File: src/hdl/rvcsr_pkg.sv
// ----------------------------------------------------------------------------
// rvcsr_pkg
// Shared types, CSR numbers and field masks for the RV32 M/S CSR file.
// ----------------------------------------------------------------------------
package rvcsr_pkg;

	localparam logic OP_READ  = 1'b0;
	localparam logic OP_WRITE = 1'b1;

	localparam logic [1:0] PRV_U = 2'd0;
	localparam logic [1:0] PRV_S = 2'd1;
	localparam logic [1:0] PRV_M = 2'd3;

	localparam logic [11:0] ADR_SSTATUS    = 12'h100;
	localparam logic [11:0] ADR_SIE        = 12'h104;
	localparam logic [11:0] ADR_STVEC      = 12'h105;
	localparam logic [11:0] ADR_SCOUNTEREN = 12'h106;
	localparam logic [11:0] ADR_SSCRATCH   = 12'h140;
	localparam logic [11:0] ADR_SEPC       = 12'h141;
	localparam logic [11:0] ADR_SCAUSE     = 12'h142;
	localparam logic [11:0] ADR_STVAL      = 12'h143;
	localparam logic [11:0] ADR_SIP        = 12'h144;
	localparam logic [11:0] ADR_STIMECMP   = 12'h14D;
	localparam logic [11:0] ADR_STIMECMPH  = 12'h15D;
	localparam logic [11:0] ADR_SATP       = 12'h180;
	localparam logic [11:0] ADR_MSTATUS    = 12'h300;
	localparam logic [11:0] ADR_MISA       = 12'h301;
	localparam logic [11:0] ADR_MEDELEG    = 12'h302;
	localparam logic [11:0] ADR_MIDELEG    = 12'h303;
	localparam logic [11:0] ADR_MIE        = 12'h304;
	localparam logic [11:0] ADR_MTVEC      = 12'h305;
	localparam logic [11:0] ADR_MCOUNTEREN = 12'h306;
	localparam logic [11:0] ADR_MENVCFG    = 12'h30A;
	localparam logic [11:0] ADR_MSTATUSH   = 12'h310;
	localparam logic [11:0] ADR_MENVCFGH   = 12'h31A;
	localparam logic [11:0] ADR_MCOUNTINH  = 12'h320;
	localparam logic [11:0] ADR_MSCRATCH   = 12'h340;
	localparam logic [11:0] ADR_MEPC       = 12'h341;
	localparam logic [11:0] ADR_MCAUSE     = 12'h342;
	localparam logic [11:0] ADR_MTVAL      = 12'h343;
	localparam logic [11:0] ADR_MIP        = 12'h344;
	localparam logic [11:0] ADR_MCYCLE     = 12'hB00;
	localparam logic [11:0] ADR_MINSTRET   = 12'hB02;
	localparam logic [11:0] ADR_MCYCLEH    = 12'hB80;
	localparam logic [11:0] ADR_MINSTRETH  = 12'hB82;
	localparam logic [11:0] ADR_CYCLE      = 12'hC00;
	localparam logic [11:0] ADR_TIME       = 12'hC01;
	localparam logic [11:0] ADR_INSTRET    = 12'hC02;
	localparam logic [11:0] ADR_CYCLEH     = 12'hC80;
	localparam logic [11:0] ADR_TIMEH      = 12'hC81;
	localparam logic [11:0] ADR_INSTRETH   = 12'hC82;
	localparam logic [11:0] ADR_MVENDORID  = 12'hF11;
	localparam logic [11:0] ADR_MARCHID    = 12'hF12;
	localparam logic [11:0] ADR_MIMPID     = 12'hF13;
	localparam logic [11:0] ADR_MHARTID    = 12'hF14;
	localparam logic [11:0] ADR_MCONFIGPTR = 12'hF15;

	localparam logic [31:0] ST_SIE  = 32'h0000_0002;
	localparam logic [31:0] ST_MIE  = 32'h0000_0008;
	localparam logic [31:0] ST_SPIE = 32'h0000_0020;
	localparam logic [31:0] ST_MPIE = 32'h0000_0080;
	localparam logic [31:0] ST_SPP  = 32'h0000_0100;
	localparam logic [31:0] ST_MPP  = 32'h0000_1800;
	localparam logic [31:0] ST_FS   = 32'h0000_6000;
	localparam logic [31:0] ST_MPRV = 32'h0002_0000;
	localparam logic [31:0] ST_SUM  = 32'h0004_0000;
	localparam logic [31:0] ST_MXR  = 32'h0008_0000;
	localparam logic [31:0] ST_TVM  = 32'h0010_0000;
	localparam logic [31:0] ST_TW   = 32'h0020_0000;
	localparam logic [31:0] ST_TSR  = 32'h0040_0000;
	localparam logic [31:0] ST_SD   = 32'h8000_0000;
	localparam logic [31:0] S_VIEW  = ST_SIE | ST_SPIE | ST_SPP | ST_FS | ST_SUM | ST_MXR | ST_SD;
	localparam logic [31:0] S_WR    = S_VIEW & ~ST_SD;
	localparam logic [31:0] M_WR    = S_WR | ST_MIE | ST_MPIE | ST_MPP | ST_MPRV | ST_TVM
		| ST_TW | ST_TSR;

	localparam logic [31:0] IE_MASK        = 32'h0000_02AA;
	localparam logic [31:0] DELEG_INT_MASK = 32'h0000_0222;
	localparam logic [31:0] DELEG_EXC_MASK = 32'h0000_B3FF;
	localparam logic [2:0]  CEN_MASK       = 3'h7;
	localparam logic [2:0]  INHIBIT_MASK   = 3'h5;

	localparam logic [31:0] ISA_WORD    = 32'h4014_112D;
	localparam logic [31:0] VENDOR_WORD = 32'h7973_7978;
	localparam logic [31:0] ARCH_WORD   = 32'd26030082;

	typedef struct packed {
		logic        operation;
		logic [11:0] csr_address;
		logic [31:0] write_data;
		logic [1:0]  privilege;
		logic [31:0] pending_lines;
		logic [63:0] time_value;
	} req_t;

	typedef struct packed {
		logic [31:0] read_data;
		logic        illegal;
	} rsp_t;

endpackage

File: src/hdl/rvcsr_core.sv
// ----------------------------------------------------------------------------
// rvcsr_core
// CSR state, access check, read select and masked write update for one request.
// ----------------------------------------------------------------------------
module rvcsr_core (
	input  logic           clk,
	input  logic           arst_n,
	input  logic           commit,
	input  rvcsr_pkg::req_t req,
	output rvcsr_pkg::rsp_t rsp
);
	import rvcsr_pkg::*;

	function automatic logic [31:0] fix_status(input logic [31:0] v);
		logic [31:0] r;
		r = v;
		if (r[12:11] == 2'd2) begin
			r[12:11] = 2'd0;
		end
		r[31] = (r[14:13] == 2'd3);
		return r;
	endfunction

	logic [31:0] status_q, ie_q, ideleg_q, edeleg_q;
	logic [31:0] mtvec_q, stvec_q, mepc_q, sepc_q, mcause_q, scause_q;
	logic [31:0] mtval_q, stval_q, mscratch_q, sscratch_q, satp_q;
	logic [2:0]  mcen_q, scen_q, inhibit_q;
	logic        stce_q, ssip_q;
	logic [63:0] stimecmp_q, cycle_q, instret_q;

	logic [31:0] status_d, ie_d, ideleg_d, edeleg_d;
	logic [31:0] mtvec_d, stvec_d, mepc_d, sepc_d, mcause_d, scause_d;
	logic [31:0] mtval_d, stval_d, mscratch_d, sscratch_d, satp_d;
	logic [2:0]  mcen_d, scen_d, inhibit_d;
	logic        stce_d, ssip_d;
	logic [63:0] stimecmp_d, cycle_d, instret_d;

	logic [11:0] a;
	logic [31:0] d;
	logic [1:0]  p;
	logic        is_wr;
	logic [2:0]  ctr_hit, ctr_en;
	logic        acc_ok, rd_hit, wr_hit, ok;
	logic [31:0] rd_val, mip;

	assign a     = req.csr_address;
	assign d     = req.write_data;
	assign p     = req.privilege;
	assign is_wr = (req.operation == OP_WRITE);

	assign ctr_hit[0] = (a == ADR_CYCLE)   || (a == ADR_CYCLEH);
	assign ctr_hit[1] = (a == ADR_TIME)    || (a == ADR_TIMEH);
	assign ctr_hit[2] = (a == ADR_INSTRET) || (a == ADR_INSTRETH);

	always_comb begin
		unique case (p)
			PRV_M:   ctr_en = 3'b111;
			PRV_S:   ctr_en = mcen_q;
			PRV_U:   ctr_en = mcen_q & scen_q;
			default: ctr_en = 3'b000;
		endcase
	end

	always_comb begin
		acc_ok = 1'b1;
		if (p < a[9:8]) begin
			acc_ok = 1'b0;
		end
		if (a == ADR_SATP && p == PRV_S && status_q[20]) begin
			acc_ok = 1'b0;
		end
		if (is_wr && a[11:10] == 2'b11) begin
			acc_ok = 1'b0;
		end
		if ((|ctr_hit) && !(|(ctr_hit & ctr_en))) begin
			acc_ok = 1'b0;
		end
		if ((a == ADR_STIMECMP || a == ADR_STIMECMPH) && p != PRV_M
				&& !(stce_q && mcen_q[1])) begin
			acc_ok = 1'b0;
		end
	end

	assign mip = {req.pending_lines[31:2], ssip_q, req.pending_lines[0]};

	always_comb begin
		rd_hit = 1'b1;
		rd_val = '0;
		unique case (a) inside
			ADR_SSTATUS:    rd_val = status_q & S_VIEW;
			ADR_SIE:        rd_val = ie_q & ideleg_q;
			ADR_STVEC:      rd_val = stvec_q;
			ADR_SCOUNTEREN: rd_val = {29'd0, scen_q};
			ADR_SSCRATCH:   rd_val = sscratch_q;
			ADR_SEPC:       rd_val = sepc_q;
			ADR_SCAUSE:     rd_val = scause_q;
			ADR_STVAL:      rd_val = stval_q;
			ADR_SIP:        rd_val = mip & ideleg_q;
			ADR_STIMECMP:   rd_val = stimecmp_q[31:0];
			ADR_STIMECMPH:  rd_val = stimecmp_q[63:32];
			ADR_SATP:       rd_val = satp_q;
			ADR_MSTATUS:    rd_val = status_q;
			ADR_MISA:       rd_val = ISA_WORD;
			ADR_MEDELEG:    rd_val = edeleg_q;
			ADR_MIDELEG:    rd_val = ideleg_q;
			ADR_MIE:        rd_val = ie_q;
			ADR_MTVEC:      rd_val = mtvec_q;
			ADR_MCOUNTEREN: rd_val = {29'd0, mcen_q};
			ADR_MENVCFG, ADR_MSTATUSH: rd_val = '0;
			ADR_MENVCFGH:   rd_val = {stce_q, 31'd0};
			ADR_MCOUNTINH:  rd_val = {29'd0, inhibit_q};
			ADR_MSCRATCH:   rd_val = mscratch_q;
			ADR_MEPC:       rd_val = mepc_q;
			ADR_MCAUSE:     rd_val = mcause_q;
			ADR_MTVAL:      rd_val = mtval_q;
			ADR_MIP:        rd_val = mip;
			ADR_TIME:       rd_val = req.time_value[31:0];
			ADR_TIMEH:      rd_val = req.time_value[63:32];
			ADR_MCYCLE, ADR_CYCLE:       rd_val = cycle_q[31:0];
			ADR_MCYCLEH, ADR_CYCLEH:     rd_val = cycle_q[63:32];
			ADR_MINSTRET, ADR_INSTRET:   rd_val = instret_q[31:0];
			ADR_MINSTRETH, ADR_INSTRETH: rd_val = instret_q[63:32];
			ADR_MVENDORID:  rd_val = VENDOR_WORD;
			ADR_MARCHID:    rd_val = ARCH_WORD;
			ADR_MIMPID, ADR_MHARTID, ADR_MCONFIGPTR: rd_val = '0;
			default:        rd_hit = 1'b0;
		endcase
	end

	always_comb begin
		status_d   = status_q;
		ie_d       = ie_q;
		ideleg_d   = ideleg_q;
		edeleg_d   = edeleg_q;
		mtvec_d    = mtvec_q;
		stvec_d    = stvec_q;
		mepc_d     = mepc_q;
		sepc_d     = sepc_q;
		mcause_d   = mcause_q;
		scause_d   = scause_q;
		mtval_d    = mtval_q;
		stval_d    = stval_q;
		mscratch_d = mscratch_q;
		sscratch_d = sscratch_q;
		satp_d     = satp_q;
		mcen_d     = mcen_q;
		scen_d     = scen_q;
		inhibit_d  = inhibit_q;
		stce_d     = stce_q;
		ssip_d     = ssip_q;
		stimecmp_d = stimecmp_q;
		cycle_d    = cycle_q;
		instret_d  = instret_q;
		wr_hit     = 1'b1;
		unique case (a)
			ADR_SSTATUS:    status_d = fix_status((status_q & ~S_WR) | (d & S_WR));
			ADR_SIE:        ie_d = (ie_q & ~ideleg_q) | (d & ideleg_q & IE_MASK);
			ADR_STVEC:      stvec_d = d & ~32'd2;
			ADR_SCOUNTEREN: scen_d = d[2:0] & CEN_MASK;
			ADR_SSCRATCH:   sscratch_d = d;
			ADR_SEPC:       sepc_d = d & ~32'd1;
			ADR_SCAUSE:     scause_d = d;
			ADR_STVAL:      stval_d = d;
			ADR_SIP: begin
				if (ideleg_q[1]) begin
					ssip_d = d[1];
				end
			end
			ADR_STIMECMP:   stimecmp_d = {stimecmp_q[63:32], d};
			ADR_STIMECMPH:  stimecmp_d = {d, stimecmp_q[31:0]};
			ADR_SATP:       satp_d = d;
			ADR_MSTATUS:    status_d = fix_status(d & M_WR);
			ADR_MISA:       ;
			ADR_MEDELEG:    edeleg_d = d & DELEG_EXC_MASK;
			ADR_MIDELEG:    ideleg_d = d & DELEG_INT_MASK;
			ADR_MIE:        ie_d = d & IE_MASK;
			ADR_MTVEC:      mtvec_d = d & ~32'd2;
			ADR_MCOUNTEREN: mcen_d = d[2:0] & CEN_MASK;
			ADR_MENVCFG:    ;
			ADR_MENVCFGH:   stce_d = d[31];
			ADR_MCOUNTINH:  inhibit_d = d[2:0] & INHIBIT_MASK;
			ADR_MSCRATCH:   mscratch_d = d;
			ADR_MEPC:       mepc_d = d & ~32'd1;
			ADR_MCAUSE:     mcause_d = d;
			ADR_MTVAL:      mtval_d = d;
			ADR_MIP:        ssip_d = d[1];
			ADR_MCYCLE:     cycle_d = {cycle_q[63:32], d};
			ADR_MCYCLEH:    cycle_d = {d, cycle_q[31:0]};
			ADR_MINSTRET:   instret_d = {instret_q[63:32], d};
			ADR_MINSTRETH:  instret_d = {d, instret_q[31:0]};
			default:        wr_hit = 1'b0;
		endcase
	end

	assign ok            = acc_ok && (is_wr ? wr_hit : rd_hit);
	assign rsp.illegal   = !ok;
	assign rsp.read_data = (ok && !is_wr) ? rd_val : 32'd0;

	always_ff @(posedge clk or negedge arst_n) begin
		if (!arst_n) begin
			status_q   <= '0;
			ie_q       <= '0;
			ideleg_q   <= '0;
			edeleg_q   <= '0;
			mtvec_q    <= '0;
			stvec_q    <= '0;
			mepc_q     <= '0;
			sepc_q     <= '0;
			mcause_q   <= '0;
			scause_q   <= '0;
			mtval_q    <= '0;
			stval_q    <= '0;
			mscratch_q <= '0;
			sscratch_q <= '0;
			satp_q     <= '0;
			mcen_q     <= '0;
			scen_q     <= '0;
			inhibit_q  <= '0;
			stce_q     <= 1'b0;
			ssip_q     <= 1'b0;
			stimecmp_q <= '0;
			cycle_q    <= '0;
			instret_q  <= '0;
		end else if (commit && acc_ok && is_wr) begin
			status_q   <= status_d;
			ie_q       <= ie_d;
			ideleg_q   <= ideleg_d;
			edeleg_q   <= edeleg_d;
			mtvec_q    <= mtvec_d;
			stvec_q    <= stvec_d;
			mepc_q     <= mepc_d;
			sepc_q     <= sepc_d;
			mcause_q   <= mcause_d;
			scause_q   <= scause_d;
			mtval_q    <= mtval_d;
			stval_q    <= stval_d;
			mscratch_q <= mscratch_d;
			sscratch_q <= sscratch_d;
			satp_q     <= satp_d;
			mcen_q     <= mcen_d;
			scen_q     <= scen_d;
			inhibit_q  <= inhibit_d;
			stce_q     <= stce_d;
			ssip_q     <= ssip_d;
			stimecmp_q <= stimecmp_d;
			cycle_q    <= cycle_d;
			instret_q  <= instret_d;
		end
	end

	a_ro_write_illegal: assert property (@(posedge clk) disable iff (!arst_n)
		(is_wr && a[11:10] == 2'b11) |-> rsp.illegal)
		else $error("write to read-only CSR space not flagged");

	a_sd_tracks_fs: assert property (@(posedge clk) disable iff (!arst_n)
		status_q[31] == (status_q[14:13] == 2'd3))
		else $error("mstatus.SD out of step with FS");

	a_mpp_legal: assert property (@(posedge clk) disable iff (!arst_n)
		status_q[12:11] != 2'd2)
		else $error("mstatus.MPP holds reserved value");

	a_no_update_illegal: assert property (@(posedge clk) disable iff (!arst_n)
		(commit && rsp.illegal) |=> $stable(status_q) && $stable(satp_q))
		else $error("illegal access changed state");

endmodule

File: src/hdl/rv32_privileged_csr_file_top.sv
// ----------------------------------------------------------------------------
// rv32_privileged_csr_file_top
// RV32 machine/supervisor CSR file with stream request and response channels.
// ----------------------------------------------------------------------------
// Each request is one CSR read or write and yields exactly one response. The
// block takes one request per cycle unless the response side stalls; each
// request passes through the input register, then the result register, which
// drives m_axis_tvalid, and is held there while the response side
// stalls. The access check, read select and write masking all sit between
// the input register and the result register, and CSR state is updated as
// the request moves into the result register, so a request always sees the
// effect of every earlier write.
module rv32_privileged_csr_file_top (
	input  logic         clk,
	input  logic         arst_n,
	input  logic         s_axis_tvalid,
	output logic         s_axis_tready,
	// [11:0] csr_address, [43:12] write_data, [45:44] privilege,
	// [77:46] pending_lines, [141:78] time_value, [143:142] zero
	input  logic [143:0] s_axis_tdata,
	// [0] operation
	input  logic [0:0]   s_axis_tuser,
	output logic         m_axis_tvalid,
	input  logic         m_axis_tready,
	// [31:0] read_data
	output logic [31:0]  m_axis_tdata,
	// [0] illegal
	output logic [0:0]   m_axis_tuser
);
	import rvcsr_pkg::*;

	req_t        req_s1;
	logic        valid_s1;
	logic        valid_s2;
	logic [31:0] rdata_s2;
	logic        illegal_s2;
	logic        adv_s1;
	rsp_t        rsp;

	assign adv_s1        = valid_s1 && (!valid_s2 || m_axis_tready);
	assign s_axis_tready = !valid_s1 || adv_s1;

	always_ff @(posedge clk or negedge arst_n) begin
		if (!arst_n) begin
			valid_s1 <= 1'b0;
		end else if (s_axis_tready) begin
			valid_s1 <= s_axis_tvalid;
		end
	end

	always_ff @(posedge clk) begin
		if (s_axis_tvalid && s_axis_tready) begin
			req_s1.operation     <= s_axis_tuser[0];
			req_s1.csr_address   <= s_axis_tdata[11:0];
			req_s1.write_data    <= s_axis_tdata[43:12];
			req_s1.privilege     <= s_axis_tdata[45:44];
			req_s1.pending_lines <= s_axis_tdata[77:46];
			req_s1.time_value    <= s_axis_tdata[141:78];
		end
	end

	rvcsr_core u_core (
		.clk    (clk),
		.arst_n (arst_n),
		.commit (adv_s1),
		.req    (req_s1),
		.rsp    (rsp)
	);

	always_ff @(posedge clk or negedge arst_n) begin
		if (!arst_n) begin
			valid_s2 <= 1'b0;
		end else if (!valid_s2 || m_axis_tready) begin
			valid_s2 <= valid_s1;
		end
	end

	always_ff @(posedge clk) begin
		if (adv_s1) begin
			rdata_s2   <= rsp.read_data;
			illegal_s2 <= rsp.illegal;
		end
	end

	assign m_axis_tvalid   = valid_s2;
	assign m_axis_tdata    = rdata_s2;
	assign m_axis_tuser[0] = illegal_s2;

	a_illegal_zero: assert property (@(posedge clk) disable iff (!arst_n)
		(m_axis_tvalid && m_axis_tuser[0]) |-> (m_axis_tdata == 32'd0))
		else $error("illegal response carries data");

	a_ready_when_empty: assert property (@(posedge clk) disable iff (!arst_n)
		!valid_s2 |-> s_axis_tready)
		else $error("input stalled with empty result register");

	a_accept_fills_s1: assert property (@(posedge clk) disable iff (!arst_n)
		(s_axis_tvalid && s_axis_tready) |=> valid_s1)
		else $error("accepted request lost");

	a_adv_fills_s2: assert property (@(posedge clk) disable iff (!arst_n)
		adv_s1 |=> valid_s2)
		else $error("advanced request has no response");

endmodule
File: config.mk
export PLATFORM = sky130hd
export DESIGN_NAME = rv32_privileged_csr_file_top
export DESIGN_NICKNAME = d
export VERILOG_FILES = /design/src/hdl/rvcsr_pkg.sv /design/src/hdl/rvcsr_core.sv /design/src/hdl/rv32_privileged_csr_file_top.sv
export SDC_FILE = /design/constraint.sdc
export NUM_CORES = 1
export LEC_CHECK = 0
export BUFFER_PORTS_ARGS = -buffer_cell sky130_fd_sc_hd__buf_4
export CAP_MARGIN = 20
export CORE_ASPECT_RATIO = 1.4
export CORE_MARGIN = 1
export CORE_UTILIZATION = 35
export DETAILED_ROUTE_END_ITERATION = 8
export GPL_ROUTABILITY_DRIVEN = 0
export SLEW_MARGIN = 25
export SYNTH_ARGS = -nofsm -noshare
export SYNTH_HDL_FRONTEND = slang
export SYNTH_SLANG_ARGS = --single-unit
File: constraint.sdc
create_clock -name clk -period 6.6 [get_ports clk]
set_input_delay 1.32 -clock clk [delete_from_list [all_inputs] [get_ports clk]]
set_output_delay 1.32 -clock clk [all_outputs]
set_load 0.05 [all_outputs]
==> flow_metrics.py, run 1 <==
metrics = {
    "worst_setup_path": {
        "reg2regPathDepth": 8,
        "cp.arrival_ps": 5250,
        "path_delay_family": "simple AND/OR/NAND/NOR gates",
        "critical_path_buf_inv_count": 2,
        "path_class": "flop to flop",
        "cp-end-kind": "flop",
        "critPathMaxStageDelay_ps": 1000,
        "critPathSlowestCell": "and3_1",
        "critPathMaxFanout": 21,
        "cp_num_cells": 8,
        "crit_path_start_kind": "flop",
        "path_cells": "or4b_1 > nor4_2 > a311oi_2 > and3_1 > buf_4 > and2_2 > buf_12 > mux2_2",
        "cp.required_ps": 7140,
    },
    "power_and_ir_drop": {
        "swShare_pct": 23.9,
        "p_int_mw": 7.63,
        "cellPowerDensity_nw_per_um2": 258,
        "max-vdd-ir-drop_mv": 0.164,
        "power.share.clock_pct": 45.6,
        "leakage_nw": 17.8,
        "p_sw_mw": 2.39,
        "p_seq_share_pct": 50.2,
        "combinationalPowerShare_pct": 4.2,
    },
    "logic_synthesis": {
        "synth_seq_cells": 764,
        "syn_area_sq_um": 33200,
        "synth_seq_area_share_pct": 60.3,
        "post_synth.cell_area_avg_sq_um": 14.0,
        "synth_area_leader_cell": "dfrtp_1",
        "synth_ff_type": "dfrtp_1",
        "syn_nets": 2511,
        "ys_top_cells_by_area": "dfrtp_1, edfxtp_1, mux2_2, mux2_1, a22oi_1",
        "yosys.cell_types.count": 78,
        "synth_edf_count": 175,
        "yosysWarnings": 0,
        "syn_inst": 2361,
        "async_flop_share_pct": 77.1,
        "synth_top_area_share_pct": 44.4,
    },
    "finish": {
        "area_growth_pct": 17.1,
        "diodes": 0,
        "register_area_sq_um": 20000,
        "multi_input_area_sq_um": 12400,
        "final_layout_size_suffix_gt1_share_pct": 36.2,
        "nFillCells": 8565,
        "final_area_sq_um": 38800,
        "final_nets": 2654,
        "instances_no_fill": 3784,
    },
    "sta": {
        "tightest_slew_ps": 1190,
        "hold_violations": 0,
        "setup_violations": 0,
        "timing.fmax_mhz": 212,
        "post-route-worst-setup-slack_ps": 1890,
        "slew_violations": 0,
        "rsz0062_at_grt": "false",
        "tns_ps": 0,
        "hold_slack_ps": 488,
        "period_share_pct": 71.4,
        "fin_crit_ps": 4710,
        "max-slew-margin-rel_pct": 20.3,
        "skew_ps": 35.8,
    },
    "worst_hold_path": {
        "min_path_type": "flop to flop",
        "min_path_cells": 1,
    },
    "drt": {
        "ant_nets": 0,
        "firstDrtPassIters": 9,
        "drcViolationCount": 0,
        "wl_per_cell_um": 31.7,
        "vias": 23100,
        "wirelength_um": 120000,
        "drtIter0Drc": 2398,
        "viasPerCell": 6.10,
    },
    "clock_network": {
        "tritoncts": "done",
        "cts_inserted_buffers": 79,
        "cts.sinks": 764,
        "cts_max_level": 3,
        "root_buffer": "clkbuf_16",
        "cts_hold_buf": 0,
        "cts_buffer_depth": 3,
        "clk_latency_ps": 690,
        "ctsResizeCount": 0,
        "postCtsSetupBuffers": 0,
        "path_clk_slew_ps": 70,
    },
    "die": {
        "fp.dieW_um": 262,
        "fp.dieH_um": 366,
        "num_rows": 133,
        "io_pins": 184,
        "core-area_sq_um": 93900,
        "start_util_pct": 35.3,
        "die-area_sq_um": 96000,
    },
    "grt": {
        "antenna_found_initial": 1,
        "overflow": 0,
        "grt_pass1_wl_um": 173000,
        "grt_max_degree": 179,
        "gr-usage-all-layers_pct": 25.0,
        "grt_pass1_vias": 24300,
    },
    "placement": {
        "dp.cells": 3635,
        "portBuffers": 180,
        "place.detailed.hpwl_um": 75100,
        "post-place-ws_ps": 2080,
        "placed_cell_area_sq_um": 36200,
    },
    "job": {
        "cap_viol_max_count": 0,
    },
    "run_status": {
        "status": "completed",
    },
}
metrics by stage:
stage	utilization [%]	power, mW
3_5_place_dp	38.5	5.54
6_report	41.4	10.0
4_1_cts	41.3	10.1
5_1_grt	41.4	10.3
2_1_floorplan	-	5.23
3_3_place_gp	38.5	5.53
layout by cell type (no fill, tap or decap), types with 53 or more instances in the layout:
master / n
nand2_1: 81
buf_4: 264
a22oi_1: 151
edfxtp_1: 175
mux2_2: 456
clkbuf_16: 79
mux2_1: 133
nand4_1: 53
dfrtp_1: 589
nor3_1: 59
layout make-up:
cell class | count | share of cell area [%]
tap | 1215 | 3.91
multi-input combinational | 1373 | 32.0
clock buffer | 105 | 5.63
timing repair buffer | 277 | 5.75
sequential | 764 | 51.5
clock inverter | 41 | 1.10
inverter | 9 | 0.0870
logic make-up after synthesis:
| kind of cell | synth area share, % |
|---|---|
| multiplexers | 20.2 |
| XOR/XNOR | 0.0528 |
| adder cells (fa/ha/maj) | 0.0377 |
| flip-flops | 60.3 |
| AO/OA/AOI/OAI | 8.91 |
| buffers and inverters | 3.17 |
| AND/OR/NAND/NOR | 7.32 |
synth_stat cells (19+ instances only):
library cell and n:
dfrtp_1 589, mux2_2 456, edfxtp_1 175, a22oi_1 151
mux2_1 133, clkbuf_1 111, nand2_1 89, buf_2 70
nor3_1 64, nand4_1 53, nand3_1 39, a222oi_1 33
a22o_1 33, a32oi_1 33, and4_1 26, nor2_1 26
buf_4 19
power by group through the flow:
stage / clock, mW / combinational [mW] / sequential (mW)
after floorplan: 0 / 0.139 / 5.09
after global placement: 0 / 0.412 / 5.11
after detailed placement: 0 / 0.421 / 5.12
after CTS: 4.65 / 0.422 / 5.03
after global routing: 4.83 / 0.449 / 5.03
final: 4.57 / 0.424 / 5.03
layer usage:
layer | part of all wire [%] | track usage (%)
met5 | 0 | 0
met4 | 6.7 | 16.0
met3 | 7.5 | 5.52
met1 | 37 | 29.5
met2 | 48 | 40.8
registers in the layout (all words and copies together), names as in the netlist, 31 cells and up:
signal             count
u_core.mtval_q        32
u_core.mcause_q       32
u_core.sepc_q         31
u_core.stval_q        32
req_s1               142
u_core.instret_q      64
u_core.stvec_q        31
u_core.satp_q         32
u_core.scause_q       32
u_core.mtvec_q        31
m_axis_tdata          32
u_core.stimecmp_q     64
u_core.mscratch_q     32
u_core.sscratch_q     32
u_core.mepc_q         31
u_core.cycle_q        64
path summary, 6_finish.rpt:
| kind | slack (ps) | endpoint | from |
|---|---|---|---|
| worst max-delay path | 1890 | u_core.mtval_q[8]$_DFFE_PN0P_ | req_s1[140]$_DFFE_PP_ |
| worst min-delay path | 490 | u_core.satp_q[4]$_DFFE_PN0P_ | u_core.satp_q[4]$_DFFE_PN0P_ |
| worst max register to register | 1890 | u_core.mtval_q[8]$_DFFE_PN0P_ | req_s1[140]$_DFFE_PP_ |
| worst min register to register | 490 | u_core.satp_q[4]$_DFFE_PN0P_ | u_core.satp_q[4]$_DFFE_PN0P_ |
| max in group asynchronous | 4510 | u_core.scause_q[19]$_DFFE_PN0P_ | arst_n |
| min in group asynchronous | 620 | u_core.sepc_q[28]$_DFFE_PN0P_ | arst_n |
(Power assumes the default switching activity.)
==> run 2: changes to the inputs <==
==> constraint.sdc (replaced) <==
create_clock -name clk -period 4.7 [get_ports clk]
set_input_delay 0.94 -clock clk [delete_from_list [all_inputs] [get_ports clk]]
set_output_delay 0.94 -clock clk [all_outputs]
set_load 0.05 [all_outputs]
==> flow_metrics.py, run 2 (synthesized netlist as in run 1, its figures left out) <==
metrics = {
    "job": {
        "cap_viol_max_count": 0,
    },
    "grt": {
        "grt_pass1_wl_um": 174000,
        "grt_pass1_vias": 24600,
        "overflow": 0,
        "antenna_found_initial": 2,
        "gr-usage-all-layers_pct": 25.1,
        "grt_max_degree": 147,
    },
    "power_and_ir_drop": {
        "leakage_nw": 18.1,
        "power_mw": 14.3,
        "max-vdd-ir-drop_mv": 0.278,
        "cellPowerDensity_nw_per_um2": 363,
    },
    "worst_setup_path": {
        "cp-end-kind": "flop",
        "r2r_slack_ps": 750,
        "cp.arrival_ps": 4320,
        "path_class": "flop to flop",
        "crit_path_start_kind": "flop",
        "path_cells": "or4b_1 > nor2_1 > buf_4 > a311oi_1 > nand3_1 > nor3_2 > buf_4 > nor3_1",
        "setup.worst_path.start": "req_s1[135]$_DFFE_PP_",
        "path_common_cell": "buf_4",
        "reg2regPathDepth": 8,
        "critPathMaxFanout": 22,
        "rr_endpoint": "m_axis_tdata[27]$_SDFFCE_PN0P_",
        "critPathMaxStageDelay_ps": 890,
        "worstSetupEndpoint": "m_axis_tdata[27]$_SDFFCE_PN0P_",
        "cp.required_ps": 5070,
        "r2r_start": "req_s1[135]$_DFFE_PP_",
        "critPathSlowestCell": "or4b_1",
    },
    "sta": {
        "hold_slack_ps": 253,
        "rsz0062_at_grt": "false",
        "timing.fmax_mhz": 253,
        "setup_violations": 0,
        "slew_violations": 0,
        "hold_violations": 0,
        "max-slew-margin-rel_pct": 33.6,
        "fin_crit_ps": 3950,
        "tightest_slew_ps": 996,
        "period_share_pct": 84.1,
        "tns_ps": 0,
        "skew_ps": 29.7,
    },
    "drt": {
        "vias": 23400,
        "ant_nets": 0,
        "firstDrtPassIters": 8,
        "wirelength_um": 120000,
        "wl_per_cell_um": 31.3,
        "drtIter0Drc": 2613,
        "viasPerCell": 6.10,
        "drcViolationCount": 0,
    },
    "clock_network": {
        "postCtsSetupBuffers": 0,
        "root_buffer": "clkbuf_16",
        "ctsResizeCount": 0,
        "tritoncts": "done",
        "cts_inserted_buffers": 79,
        "cts.sinks": 764,
        "cts_max_level": 3,
        "path_clk_slew_ps": 70,
        "cts_buffer_depth": 3,
        "clk_latency_ps": 680,
        "cts_hold_buf": 0,
    },
    "finish": {
        "final_common_cell": "dfrtp_1",
        "area_growth_pct": 18.6,
        "final_nets": 2705,
        "largest_register": "req_s1",
        "final_area_sq_um": 39300,
        "nFillCells": 8573,
        "layout_common_cells": "dfrtp_1, mux2_2, buf_4, edfxtp_1, a22oi_1",
        "largest_register_ffs": 142,
        "final_layout_size_suffix_gt1_share_pct": 37.1,
        "diodes": 0,
    },
    "die": {
        "start_util_pct": 35.3,
        "core-area_sq_um": 93900,
        "num_rows": 133,
        "fp.dieH_um": 366,
        "fp.dieW_um": 262,
        "die-area_sq_um": 96000,
        "io_pins": 184,
    },
    "placement": {
        "portBuffers": 180,
        "placed_cell_area_sq_um": 36600,
        "place.detailed.hpwl_um": 78600,
    },
    "worst_hold_path": {
        "min_path_type": "primary input to async pin",
    },
    "run_status": {
        "status": "completed",
    },
}
==> run 2: cell types whose count changed in the layout (fill, tap and decap cells not counted), moves of 3 or more <==
cell	delta
buf_12	+7
buf_4	+47
clkbuf_1	+4
clkbuf_16	+5
clkinv_8	-3
clkinvlp_4	-4
==> run 2: how the worst min path moves through the flow <==
stage	to	slack (ps)
global placement	u_core.satp_q[25]$_DFFE_PN0P_	460
finish	u_core.satp_q[26]$_DFFE_PN0P_	250
CTS	u_core.satp_q[26]$_DFFE_PN0P_	230
global route	u_core.satp_q[26]$_DFFE_PN0P_	280
detailed placement	u_core.satp_q[2]$_DFFE_PN0P_	470
floorplan	u_core.satp_q[25]$_DFFE_PN0P_	450
==> run 2: critical path: cells and delay by family, from the launching register on <==
kind	cells	cell delay, ps
buf+inv	2	750
simple gates	5	1780
flops	1	830
compound gates	1	270
==> run 2: report_power, final <==
group / switching (mW) / total, mW / leakage, nW / internal [mW]
logic: 0.407 / 0.585 / 6.83 / 0.177
registers: 0.170 / 7.09 / 9.91 / 6.92
clock network: 2.72 / 6.62 / 1.34 / 3.90
==> run 2: routing by layer <==
| metal | global-route usage (%) | up-vias | share of wire [%] |
|---|---|---|---|
| li1 | - | 9478 | - |
| met1 | 30.5 | 12300 | 38 |
| met2 | 40.4 | 1238 | 47 |
| met3 | 5.03 | 423 | 7.8 |
| met4 | 16.2 | 4 | 7.3 |
| met5 | 0 | - | 0.025 |
==> run 2: through the flow <==
stage | instances | worst slack [ps] | utilization [%]
4_1_cts | 3833 | 882 | 41.9
3_3_place_gp | 3688 | 913 | 39.0
5_1_grt | 3834 | 614 | 41.9
2_1_floorplan | 2361 | 1000 | -
3_5_place_dp | 3688 | 915 | 39.0
6_report | 3834 | 747 | 41.9
==> run 2: final cells by class <==
cell class,instances,area (sq um),share of cell area (%)
tap,1215,1520,3.86
sequential,764,20000,50.8
inverter,9,33.8,0.0859
multi-input combinational,1373,12400,31.5
clock buffer,114,2320,5.91
timing repair buffer,328,2660,6.77
clock inverter,31,390,0.992
==> run 3: changes to the inputs <==
--- a/config.mk
+++ b/config.mk
@@ -5,6 +5,7 @@
 export SDC_FILE = /design/constraint.sdc
 export NUM_CORES = 1
 export LEC_CHECK = 0
+export ABC_AREA = 1
 export BUFFER_PORTS_ARGS = -buffer_cell sky130_fd_sc_hd__buf_4
 export CAP_MARGIN = 20
 export CORE_ASPECT_RATIO = 1.4
==> constraint.sdc (replaced) <==
create_clock -name clk -period 3.2 [get_ports clk]
set_input_delay 0.64 -clock clk [delete_from_list [all_inputs] [get_ports clk]]
set_output_delay 0.64 -clock clk [all_outputs]
set_load 0.05 [all_outputs]
==> flow_metrics.py, run 3 <==
metrics = {
    "finish": {
        "multi_input_area_sq_um": 12400,
        "final_area_sq_um": 41100,
        "final_layout_size_suffix_gt1_share_pct": 12.4,
        "utilization_pct": 42.5,
        "final_common_cell": "nand2_1",
        "register_area_sq_um": 20000,
        "largest_register_ffs": 142,
        "final_nets": 4470,
        "largest_register": "req_s1",
        "area_growth_pct": 20.1,
        "nFillCells": 9546,
        "layout_common_cells": "nand2_1, dfrtp_1, o21ai_0, buf_4, nor2_1",
    },
    "die": {
        "io_pins": 184,
        "fp.dieW_um": 266,
        "core-area_sq_um": 96800,
        "start_util_pct": 35.4,
        "fp.dieH_um": 372,
        "num_rows": 135,
        "die-area_sq_um": 99100,
    },
    "worst_hold_path": {
        "hp-start": "s_axis_tdata[62]",
        "min_path_cells": 1,
        "min_path_type": "primary input to flop",
        "whs_endpoint": "req_s1[80]$_DFFE_PP_",
    },
    "worst_setup_path": {
        "r2r_slack_ps": 120,
        "path_cells": "inv_2 > nand3_1 > nor2_2 > nor3_1 > nand3_1 > nor2_4 > nor3_1",
        "critPathMaxFanout": 32,
        "cp.arrival_ps": 3470,
        "rr_endpoint": "m_axis_tdata[4]$_SDFFCE_PN0P_",
        "cp.required_ps": 3590,
        "path_delay_family": "simple AND/OR/NAND/NOR gates",
        "reg2regPathDepth": 7,
        "critPathMaxStageDelay_ps": 830,
        "crit_path_start_kind": "flop",
        "critical_path_buf_inv_count": 1,
        "cp-end-kind": "flop",
        "r2r_start": "req_s1[139]$_DFFE_PP_",
        "critPathSlowestCell": "nor2_4",
        "path_class": "flop to flop",
    },
    "grt": {
        "grt_pass1_wl_um": 183000,
        "met3_usage_pct": 2.89,
        "use_met2_pct": 42.4,
        "grt_max_degree": 113,
        "gr-usage-all-layers_pct": 25.0,
        "grt_busiest_layer": "met2",
        "antenna_found_initial": 0,
        "grt_pass1_vias": 27900,
        "grtUsageMet1_pct": 30.9,
        "overflow": 0,
    },
    "sta": {
        "timing.fmax_mhz": 324,
        "hold_violations": 0,
        "rsz0062_at_grt": "true",
        "period_share_pct": 96.3,
        "slew_violations": 0,
        "skew_ps": 48.2,
        "post-route-worst-setup-slack_ps": 118,
        "fin_crit_ps": 3080,
        "setup_violations": 0,
        "tightest_slew_ps": 1040,
        "max-slew-margin-rel_pct": 30.4,
    },
    "logic_synthesis": {
        "async_flop_share_pct": 77.1,
        "ys_top_cells_by_count": "nand2_1, dfrtp_1, o21ai_0",
        "synth_top_area_share_pct": 43.1,
        "synth_edf_count": 175,
        "yosysMostFrequentCell": "nand2_1",
        "yosys.cell_types.count": 31,
        "synth_area_leader_cell": "dfrtp_1",
        "syn_inst": 4125,
        "syn_area_sq_um": 34200,
        "synth_seq_cells": 764,
        "synth_seq_area_share_pct": 58.4,
        "post_synth.cell_area_avg_sq_um": 8.30,
        "syn_nets": 4275,
        "synth_ff_type": "dfrtp_1",
        "yosysWarnings": 0,
        "ys_top_cells_by_area": "dfrtp_1, nand2_1, edfxtp_1, o21ai_0, nor2_1",
    },
    "placement": {
        "post-place-ws_ps": 171,
        "placed_cell_area_sq_um": 38300,
        "place.detailed.hpwl_um": 82500,
        "portBuffers": 180,
    },
    "drt": {
        "drtIter0Drc": 2978,
        "drcViolationCount": 0,
        "firstDrtPassIters": 6,
        "ant_nets": 0,
        "viasPerCell": 5.12,
        "wl_per_cell_um": 21.7,
        "wirelength_um": 124000,
        "vias": 29100,
    },
    "clock_network": {
        "cts_max_level": 3,
        "tritoncts": "done",
        "clk_latency_ps": 700,
        "root_buffer": "clkbuf_16",
        "cts_inserted_buffers": 82,
        "path_clk_slew_ps": 60,
        "cts_buffer_depth": 3,
        "cts.sinks": 764,
    },
    "run_status": {
        "status": "completed",
    },
    "power_and_ir_drop": {
        "leakage_nw": 19.7,
        "cellPowerDensity_nw_per_um2": 519,
        "power_mw": 21.3,
        "max-vdd-ir-drop_mv": 0.387,
    },
    "job": {
        "cap_viol_max_count": 0,
    },
}
## run 3: cell count changes after synthesis, moves of 68 or more
cell      before   now
mux2_2       456     0
mux2_1       133     0
nand3_1       39   132
o21ai_1        0   106
o21ai_0        7   555
inv_1          9   241
clkbuf_1     111   179
a22oi_1      151     8
nor2_1        26   265
nand2_1       89  1613
## run 3: logic make-up after synthesis
logic type                 share of synthesized area [%]
AOI/OAI and AO/OA                                   11.4
adders and majority gates                         0.0365
buffers and inverters                               5.65
DFF                                                 58.4
and+or+nand+nor                                     24.5
## run 3: final cells by class
cell class | instances | area share (%)
Sequential cell | 764 | 48.6
Multi-Input combinational cell | 2868 | 30.2
Timing Repair Buffer | 353 | 8.06
Clock buffer | 113 | 5.79
Tap cell | 1301 | 3.96
Inverter | 251 | 2.33
Clock inverter | 37 | 0.968
Antenna cell | 1 | 0.00609
## run 3: worst max path at each step
stage / depth (start not counted) / from / to
5_1_grt: 11 / req_s1[136]$_DFFE_PP_ / m_axis_tdata[4]$_SDFFCE_PN0P_
6_report: 7 / req_s1[139]$_DFFE_PP_ / m_axis_tdata[4]$_SDFFCE_PN0P_
4_1_cts: 14 / req_s1[139]$_DFFE_PP_ / u_core.stval_q[21]$_DFFE_PN0P_
3_5_place_dp: 15 / req_s1[139]$_DFFE_PP_ / u_core.stval_q[24]$_DFFE_PN0P_
2_1_floorplan: 4 / m_axis_tready / req_s1[0]$_DFFE_PP_
3_3_place_gp: 15 / req_s1[139]$_DFFE_PP_ / u_core.stval_q[26]$_DFFE_PN0P_
## run 3: routing by layer
layer | wire [um] | vias up
met2 | 60300 | 1183
met3 | 7400 | 269
met5 | 0 | -
met4 | 7170 | 0
li1 | - | 13600
met1 | 48800 | 14000
## run 3: stage by stage
stage	cells	setup TNS (ps)	hold WS [ps]
floorplan	4125	-39400	344
global placement	5536	0	457
detailed placement	5536	0	469
CTS	5687	0	73.7
global route	5687	-28.8	93.0
finish	5688	0	117
## run 3: power by group
part	switching, mW	total, mW	internal [mW]
clock	4.22	9.73	5.52
combinational	0.868	1.19	0.318
sequential	0.188	10.4	10.2
total	5.27	21.3	16.0
## run 3: repair_timing
item,4_1_cts,5_1_grt
endpoints found under the hold margin,36,0
buffers inserted,0,0
endpoints found under the setup margin,0,20
hold buffers,1,0
resized for setup,0,3
